`src/rtl/btlv_pkg.sv`:
```
// Shared types and constants for the BER-TLV header parser.
// No dependencies; used by every module under rtl/.
package btlv_pkg;

  localparam int FIELD_BYTES_DEF = 4;
  localparam int BYTE_W          = 8;
  localparam int ACC_W           = 32;
  localparam int CONS_W          = 8;
  localparam int LEFT_W          = 7;

  localparam logic [4:0]        TAG_MORE_MASK = 5'h1F;
  localparam logic [BYTE_W-1:0] LEN_INDEF     = 8'h80;
  localparam logic [BYTE_W-1:0] LEN_SHORT_MAX = 8'h7F;
  localparam logic [CONS_W-1:0] CONS_MAX      = 8'hFF;

  typedef enum logic [3:0] {
    PH_TAG0 = 4'b0001,
    PH_TAGN = 4'b0010,
    PH_LEN0 = 4'b0100,
    PH_LENN = 4'b1000
  } phase_t;

  typedef struct packed {
    logic [ACC_W-1:0]  tag_value;
    logic [ACC_W-1:0]  length_value;
    logic [CONS_W-1:0] header_bytes;
    logic              indefinite;
    logic              overflow;
  } result_t;

endpackage

```
`src/rtl/btlv_parse_core.sv`:
```
// Header parse state machine: tag and length accumulators, byte counters.
// Depends on btlv_pkg.
module btlv_parse_core #(
  parameter int FIELD_BYTES = btlv_pkg::FIELD_BYTES_DEF
) (
  input  logic                          clk,
  input  logic                          rst_n,
  input  logic                          step_i,
  input  logic [btlv_pkg::BYTE_W-1:0]   byte_i,
  input  logic                          restart_i,
  output logic                          emit_o,
  output btlv_pkg::result_t             res_o
);

  localparam int CNT_W = $clog2(FIELD_BYTES + 1);
  localparam logic [CNT_W-1:0] CNT_LIM = CNT_W'(FIELD_BYTES);

  btlv_pkg::phase_t                 phase_r, phase_nxt, phase_e;
  logic [btlv_pkg::ACC_W-1:0]       tag_r, tag_nxt, tag_e;
  logic [btlv_pkg::ACC_W-1:0]       len_r, len_nxt, len_e, len_shift;
  logic [btlv_pkg::LEFT_W-1:0]      left_r, left_nxt, left_e, left_dec;
  logic [CNT_W-1:0]                 tcnt_r, tcnt_nxt, tcnt_e;
  logic [CNT_W-1:0]                 lcnt_r, lcnt_nxt, lcnt_e;
  logic [btlv_pkg::CONS_W-1:0]      cons_r, cons_nxt, cons_e, cons_inc;
  logic                             ovf_r, ovf_nxt, ovf_e;
  logic                             emit;

  always_comb begin
    // restart drops the partial header before this byte is looked at
    if (restart_i) begin
      phase_e = btlv_pkg::PH_TAG0;
      tag_e   = '0;
      len_e   = '0;
      left_e  = '0;
      tcnt_e  = '0;
      lcnt_e  = '0;
      cons_e  = '0;
      ovf_e   = 1'b0;
    end else begin
      phase_e = phase_r;
      tag_e   = tag_r;
      len_e   = len_r;
      left_e  = left_r;
      tcnt_e  = tcnt_r;
      lcnt_e  = lcnt_r;
      cons_e  = cons_r;
      ovf_e   = ovf_r;
    end

    cons_inc  = (cons_e == btlv_pkg::CONS_MAX) ? cons_e : cons_e + 8'd1;
    len_shift = {len_e[btlv_pkg::ACC_W-btlv_pkg::BYTE_W-1:0], byte_i};
    left_dec  = (left_e != '0) ? left_e - 7'd1 : left_e;

    phase_nxt = phase_e;
    tag_nxt   = tag_e;
    len_nxt   = len_e;
    left_nxt  = left_e;
    tcnt_nxt  = tcnt_e;
    lcnt_nxt  = lcnt_e;
    cons_nxt  = cons_inc;
    ovf_nxt   = ovf_e;
    emit      = 1'b0;

    res_o.tag_value    = tag_e;
    res_o.length_value = '0;
    res_o.header_bytes = cons_inc;
    res_o.indefinite   = 1'b0;
    res_o.overflow     = ovf_e;

    case (phase_e)
      btlv_pkg::PH_TAG0: begin
        tag_nxt   = {{(btlv_pkg::ACC_W-btlv_pkg::BYTE_W){1'b0}}, byte_i};
        tcnt_nxt  = CNT_W'(1);
        phase_nxt = (byte_i[4:0] == btlv_pkg::TAG_MORE_MASK) ? btlv_pkg::PH_TAGN
                                                              : btlv_pkg::PH_LEN0;
      end
      btlv_pkg::PH_TAGN: begin
        tag_nxt = {tag_e[btlv_pkg::ACC_W-btlv_pkg::BYTE_W-1:0], byte_i};
        if (tcnt_e >= CNT_LIM) begin
          ovf_nxt = 1'b1;
        end else begin
          tcnt_nxt = tcnt_e + CNT_W'(1);
        end
        if (!byte_i[7]) begin
          phase_nxt = btlv_pkg::PH_LEN0;
        end
      end
      btlv_pkg::PH_LEN0: begin
        if (byte_i <= btlv_pkg::LEN_SHORT_MAX) begin
          emit = 1'b1;
          res_o.length_value = {{(btlv_pkg::ACC_W-btlv_pkg::BYTE_W){1'b0}}, byte_i};
        end else if (byte_i == btlv_pkg::LEN_INDEF) begin
          emit = 1'b1;
          res_o.indefinite = 1'b1;
        end else begin
          len_nxt   = '0;
          lcnt_nxt  = '0;
          left_nxt  = byte_i[btlv_pkg::LEFT_W-1:0];
          phase_nxt = btlv_pkg::PH_LENN;
        end
      end
      btlv_pkg::PH_LENN: begin
        len_nxt = len_shift;
        if (lcnt_e >= CNT_LIM) begin
          ovf_nxt = 1'b1;
        end else begin
          lcnt_nxt = lcnt_e + CNT_W'(1);
        end
        left_nxt = left_dec;
        res_o.length_value = len_shift;
        res_o.overflow     = ovf_nxt;
        emit = (left_dec == '0);
      end
      default: begin
        phase_nxt = btlv_pkg::PH_TAG0;
      end
    endcase

    // header done: back to the first tag byte with everything cleared
    if (emit) begin
      phase_nxt = btlv_pkg::PH_TAG0;
      tag_nxt   = '0;
      len_nxt   = '0;
      left_nxt  = '0;
      tcnt_nxt  = '0;
      lcnt_nxt  = '0;
      cons_nxt  = '0;
      ovf_nxt   = 1'b0;
    end
  end

  assign emit_o = step_i && emit;

  always_ff @(posedge clk) begin
    if (!rst_n) begin
      phase_r <= btlv_pkg::PH_TAG0;
      tag_r   <= '0;
      len_r   <= '0;
      left_r  <= '0;
      tcnt_r  <= '0;
      lcnt_r  <= '0;
      cons_r  <= '0;
      ovf_r   <= 1'b0;
    end else if (step_i) begin
      phase_r <= phase_nxt;
      tag_r   <= tag_nxt;
      len_r   <= len_nxt;
      left_r  <= left_nxt;
      tcnt_r  <= tcnt_nxt;
      lcnt_r  <= lcnt_nxt;
      cons_r  <= cons_nxt;
      ovf_r   <= ovf_nxt;
    end
  end

  // a header never completes on a byte that restarts it or in a tag phase
  a_emit_phase: assert property (@(posedge clk) disable iff (!rst_n)
    emit_o |-> !restart_i && (phase_r == btlv_pkg::PH_LEN0 || phase_r == btlv_pkg::PH_LENN))
    else $error("result emitted outside the length phases");

  a_emit_clears: assert property (@(posedge clk) disable iff (!rst_n)
    emit_o |=> phase_r == btlv_pkg::PH_TAG0 && cons_r == '0 && !ovf_r)
    else $error("state not cleared after a result");

  a_lenn_pending: assert property (@(posedge clk) disable iff (!rst_n)
    phase_r == btlv_pkg::PH_LENN |-> left_r != '0)
    else $error("long length phase with no bytes left");

  a_cnt_limit: assert property (@(posedge clk) disable iff (!rst_n)
    tcnt_r <= CNT_LIM && lcnt_r <= CNT_LIM)
    else $error("byte counter beyond field limit");

endmodule

```
`src/rtl/btlv_out_buf.sv`:
```
// Two-entry result buffer: output register plus skid register.
// Depends on btlv_pkg.
module btlv_out_buf (
  input  logic              clk,
  input  logic              rst_n,
  input  logic              push_i,
  input  btlv_pkg::result_t push_data_i,
  output logic              full_o,
  output logic              out_valid,
  input  logic              out_stall,
  output btlv_pkg::result_t out_data_o
);

  logic              out_valid_r, skid_valid_r;
  btlv_pkg::result_t out_data_r, skid_data_r;
  logic              pop;

  assign pop       = out_valid_r && !out_stall;
  assign full_o    = skid_valid_r;
  assign out_valid = out_valid_r;
  assign out_data_o = out_data_r;

  always_ff @(posedge clk) begin
    if (!rst_n) begin
      out_valid_r  <= 1'b0;
      skid_valid_r <= 1'b0;
    end else if (pop) begin
      if (skid_valid_r) begin
        out_valid_r  <= 1'b1;
        skid_valid_r <= 1'b0;
      end else begin
        out_valid_r <= push_i;
      end
    end else if (!out_valid_r) begin
      out_valid_r <= push_i;
    end else if (push_i) begin
      skid_valid_r <= 1'b1;
    end
  end

  always_ff @(posedge clk) begin
    if (pop && skid_valid_r) begin
      out_data_r <= skid_data_r;
    end else if ((pop || !out_valid_r) && push_i) begin
      out_data_r <= push_data_i;
    end
    if (!pop && out_valid_r && push_i) begin
      skid_data_r <= push_data_i;
    end
  end

  a_skid_order: assert property (@(posedge clk) disable iff (!rst_n)
    skid_valid_r |-> out_valid_r)
    else $error("skid word held with empty output register");

  a_no_push_full: assert property (@(posedge clk) disable iff (!rst_n)
    push_i |-> !skid_valid_r)
    else $error("result pushed into full buffer");

  a_skid_drain: assert property (@(posedge clk) disable iff (!rst_n)
    skid_valid_r && !out_stall |=> out_valid_r && !skid_valid_r)
    else $error("skid word not moved up on pop");

endmodule

```
`src/rtl/ber_tlv_header_parser_top.sv`:
```
// BER-TLV header parser, top level.
// Depends on btlv_pkg, btlv_parse_core, btlv_out_buf.
//
// Feed the header bytes of BER-TLV items one word per cycle on the in_ channel;
// one result word (tag, length, header byte count, indefinite and overflow
// flags) comes out on the out_ channel after the last header byte. Throughput
// is one byte per cycle while in_stall is low: the next parse state (phase,
// tag/length shift-or, counters) comes combinationally from each byte. An
// accepted byte is held in the input register; its result is registered in
// the two-word result buffer, which lets input flow while a result waits;
// in_stall rises only when both buffer words are occupied. in_restart drops
// any partial header and takes the byte as a first tag byte. Tags or lengths
// longer than FIELD_BYTES bytes keep their low 32 bits and set overflow.
module ber_tlv_header_parser_top #(
  parameter int FIELD_BYTES = btlv_pkg::FIELD_BYTES_DEF
) (
  input  logic                          clk,
  input  logic                          rst_n,
  // input channel
  input  logic                          in_valid,
  output logic                          in_stall,
  input  logic [btlv_pkg::BYTE_W-1:0]   in_data_byte,
  input  logic                          in_restart,
  // result channel
  output logic                          out_valid,
  input  logic                          out_stall,
  output logic [btlv_pkg::ACC_W-1:0]    out_tag_value,
  output logic [btlv_pkg::ACC_W-1:0]    out_length_value,
  output logic [btlv_pkg::CONS_W-1:0]   out_header_bytes,
  output logic                          out_indefinite,
  output logic                          out_overflow
);

  // input register
  logic                        in_valid_r;
  logic [btlv_pkg::BYTE_W-1:0] in_byte_r;
  logic                        in_restart_r;

  logic              buf_full;
  logic              step;
  logic              emit;
  btlv_pkg::result_t res;
  btlv_pkg::result_t out_data;

  // input register moves only when the buffer can take a result
  assign in_stall = buf_full;
  assign step     = in_valid_r && !buf_full;

  always_ff @(posedge clk) begin
    if (!rst_n) begin
      in_valid_r <= 1'b0;
    end else if (!buf_full) begin
      in_valid_r <= in_valid;
    end
  end

  always_ff @(posedge clk) begin
    if (!buf_full) begin
      in_byte_r    <= in_data_byte;
      in_restart_r <= in_restart;
    end
  end

  btlv_parse_core #(
    .FIELD_BYTES (FIELD_BYTES)
  ) u_core (
    .clk       (clk),
    .rst_n     (rst_n),
    .step_i    (step),
    .byte_i    (in_byte_r),
    .restart_i (in_restart_r),
    .emit_o    (emit),
    .res_o     (res)
  );

  btlv_out_buf u_buf (
    .clk         (clk),
    .rst_n       (rst_n),
    .push_i      (emit),
    .push_data_i (res),
    .full_o      (buf_full),
    .out_valid   (out_valid),
    .out_stall   (out_stall),
    .out_data_o  (out_data)
  );

  assign out_tag_value    = out_data.tag_value;
  assign out_length_value = out_data.length_value;
  assign out_header_bytes = out_data.header_bytes;
  assign out_indefinite   = out_data.indefinite;
  assign out_overflow     = out_data.overflow;

endmodule

```
`config.mk`:
```
export PLATFORM = sky130hd
export DESIGN_NAME = ber_tlv_header_parser_top
export DESIGN_NICKNAME = d
export VERILOG_FILES = /design/src/rtl/btlv_pkg.sv /design/src/rtl/btlv_parse_core.sv /design/src/rtl/btlv_out_buf.sv /design/src/rtl/ber_tlv_header_parser_top.sv
export SDC_FILE = /design/constraint.sdc
export NUM_CORES = 1
export LEC_CHECK = 0
export ABC_AREA = 1
export BUFFER_PORTS_ARGS = -buffer_cell sky130_fd_sc_hd__buf_2
export CORE_MARGIN = 5
export CORE_UTILIZATION = 60
export DETAILED_ROUTE_END_ITERATION = 10
export PLACE_DENSITY = 0.82
export SYNTH_ARGS = -nofsm -noshare
export SYNTH_HDL_FRONTEND = slang
export SYNTH_SLANG_ARGS = --single-unit
```
`constraint.sdc`:
```
create_clock -name clk -period 6.55 [get_ports clk]
set_input_delay 0.9825 -clock clk [delete_from_list [all_inputs] [get_ports clk]]
set_output_delay 0.9825 -clock clk [all_outputs]
set_load 0.01 [all_outputs]
```
==> summary.txt <==
Run status
  – Outcome: finished, final reports clean

Power and ir drop
  – LEAKAGE: approximately 4.6 nW
  – Maximum VDD drop: between 0.00015 and 0.0002 V
  – PD cells: about 250 nW/µm²

Clock network
  – CTS Sinks: between 200 and 250
  – Cts repair resizes: 0
  – H-tree levels: 1
  – Longest Clk Path Bufs: 3
  – Cts hold-fix bufs: 0
  – CTS Buf Count: 24
  – Clk slew on worst S/H paths: 60 ps
  – Worst skew pair latency: approximately 520 ps
  – Root buf cell: clkbuf_16
  – CTS tree: done
  – # Post-CTS Setup Buffers: 0

STA
  – Worst Skew: a little under 20 ps
  – Fmax: 222.6 MHz
  – Final setup viols: 0
  – RSZ-0062 raised after global routing: no
  – Minimum clock period: between 4000 and 5000 ps
  – Worst Max-Slew Pin Slew: 977.0 ps
  – Slew Viols, Final: 0
  – Setup TNS: 0 ps
  – Slew headroom: 0.3486
  – Final worst path period share: 0.6860
  – Final hold viol count: 0

Logic synthesis
  – Synth unique cells: 37
  – Synth warnings: 0
  – Post-Syn Nets: 1200
  – Mapped Avg Cell Area: around 9.1 µm²
  – Post-Syn Area: ~11000 µm²
  – Yosys reg bits: ~240
  – Proportion of netlist area held by the largest area contributor: 0.4391
  – Ranking of synthesized cells by area: edfxtp_1 44%, dfxtp_1 16%, nand2_1 12%
  – Register area share after synthesis: 0.5975
  – Synth area leader: edfxtp_1
  – Cell count after synthesis: roughly 1200

Critical path
  – R2r setup slk: slightly above 2000 ps
  – Req. time, crit path: 6680 ps
  – Worst R2R Start: in_restart_r
  – Kind of critical path: flip-flop to flip-flop
  – Crit path from: in_restart_r
  – Reg-to-reg endpoint: u_buf.out_data_o[25]
  – Crit path capture: u_buf.out_data_o[25]
  – CP arrival: between 4000 and 5000 ps
  – Critical path launch point type: flip-flop
  – Crit Path Max Fanout: 80
  – Worst Reg-to-Reg Cells: 14
  – Critical Path End Type: flip-flop

Drt
  – 1st-iter DRT viols: about 1200
  – Via count: a little under 9000
  – DRC: 0
  – WL final: 24750 µm
  – Detailed Routing Iterations Pass 1: 6
  – Routed vias/inst: 5.891
  – Routed length per placed instance: between 15 and 20 µm
  – Antenna Nets Post-Route: 0

Job
  – Max_cap viols: 0

Floorplanning
  – CORE AREA: roughly 18000 µm²
  – I/O pin count: 89
  – Die height: 143.8 µm
  – Starting Density: 0.6039
  – Die X: between 100 and 150 µm
  – Total die area: ~21000 µm²
  – Row count: 49

Global routing
  – First-pass GRT wire length: 40320 µm
  – Global Route Usage Sum: 0.2382
  – GRT Residual Overflow: 0
  – Largest net degree at the start of global routing: 84
  – Vias in the first global route: 7993
  – Initial antenna violation count: 0

Placed design
  – Hpwl dp: 14510 µm
  – GP Congestion: ~0.86
  – Placed Area: 11250 µm²
  – Port Buf Inserts: between 80 and 90

Layout
  – Nets: 1246
  – Share of layout cells above drive strength 1: 0.1246
  – Final Util: 0.6757
  – Post-route cell area: around 12000 µm²
  – Fillers: approximately 1400
  – Area Growth Syn to Fin: 11.87%
  – Antenna diodes: 0

Worst hold path
  – Min-delay worst type: flip-flop to flip-flop
worst max-delay path, stage by stage, from the launching register on:
cell      delay (ps)
edfxtp_1         590
inv_2            480
buf_4            590
nand2_1           90
nor2_1           110
nand2_1           60
buf_4            260
a21oi_1          170
nand2_1           60
nor2_1           120
nand3_2           70
buf_4            390
nand2_2          180
nand3_1          130
nand2_4          650
worst min-delay path by stage:
| stage | start | to | slack [ps] | cells after the start |
|---|---|---|---|---|
| after floorplan | u_core.cons_r[6] | u_core.cons_r[6] | 450 | 2 |
| after CTS | u_core.len_r[12] | u_core.len_r[12] | 460 | 2 |
| final | u_core.len_r[15] | u_core.len_r[15] | 460 | 2 |
| after detailed placement | u_core.len_r[15] | u_core.len_r[15] | 460 | 2 |
| after global routing | u_core.tcnt_r[2] | u_core.tcnt_r[2] | 480 | 2 |
| after global placement | u_core.tag_r[1] | u_core.tag_r[1] | 450 | 2 |
area by class of cell:
| type | instances | area [µm²] | share of cell area |
|---|---|---|---|
| tap | 229 | 286.5 | 0.02385 |
| sequential | 242 | 6416 | 0.5341 |
| multi-input combinational | 769 | 3674 | 0.3058 |
| inverter | 87 | 326.6 | 0.02718 |
| timing repair buffer | 102 | 545.5 | 0.04541 |
| clock buffer | 36 | 676.9 | 0.05635 |
| clock inverter | 8 | 87.58 | 0.007291 |
Yosys cell counts (all sizes together):
master / instances
a21oi: 87
a31oi: 3
buf: 33
clkbuf: 49
clkinv: 1
dfxtp: 85
edfxtp: 157
ha: 7
inv: 86
nand2: 344
nand3: 49
nand3b: 1
nand4: 83
nor2: 51
nor3: 5
nor4: 1
o21ai: 99
o21bai: 1
o221ai: 1
o22ai: 25
o31ai: 6
or2: 1
xnor2: 1
xor2: 4
logic make-up (layout without fill, tap and decap cells):
group | count (synthesis) | in the layout | share of synthesized area
AO/OA/AOI/OAI | 222 | 222 | 0.1095
XOR/XNOR | 5 | 5 | 0.004078
adder cells (fa/ha/maj) | 7 | 7 | 0.008156
buffers and inverters | 169 | 233 | 0.06292
flip-flops | 242 | 242 | 0.5975
AND/OR/NAND/NOR | 535 | 535 | 0.2178
layout by cell type, fill, tap and decap left out, types with 2 or more instances in the layout:
cell type  instances
nor2_4             3
clkbuf_16         25
bufinv_16          2
clkbuf_1          10
buf_2             88
xor2_1             4
nand4_1           82
clkinv_1           5
nor3_2             2
nand3_1           46
nand2_2            4
edfxtp_1         157
ha_1               7
a21oi_1           87
nor2_1            47
inv_2              5
o21ai_1            6
o21ai_0           92
nand3_2            3
o22ai_1           25
buf_4             14
a31oi_1            3
dfxtp_1           85
nor3_1             3
inv_1             81
o31ai_1            5
nand2_1          339
per-layer routing:
layer	up-vias	wire (µm)	track usage
met5	-	0	0
met1	4037	10470	0.3375
li1	4162	-	-
met3	52	1881	0.02662
met2	426	11820	0.3911
met4	0	574	0.07235
state kept, by name (all words and copies together), names as in the netlist:
name	flops
u_buf.out_data_o	74
u_buf.skid_data_r	74
u_core.tag_r	32
u_core.len_r	24
in_byte_r	8
u_core.cons_r	8
u_core.left_r	7
u_core.phase_r	4
u_core.lcnt_r	3
u_core.tcnt_r	3
in_restart_r	1
in_valid_r	1
u_buf.full_o	1
u_buf.out_valid	1
u_core.ovf_r	1
through the flow:
step | worst slack, ps | instances | power [mW] | hold slack [ps]
floorplan | 1071 | 1180 | 1.711 | 445.3
detailed placement | 2107 | 1429 | 1.733 | 455.1
finish | 2057 | 1473 | 3.043 | 464.8
global route | 1692 | 1473 | 3.137 | 477.4
global placement | 2203 | 1429 | 1.733 | 451.4
CTS | 2067 | 1473 | 3.058 | 464.4
report_power, final:
part	leakage (nW)	internal, mW	switching [mW]
Combinational	2.04	0.0172	0.0595
Sequential	2.17	1.62	0.0112
Clock	0.366	0.791	0.549
(Power assumes the default switching activity.)
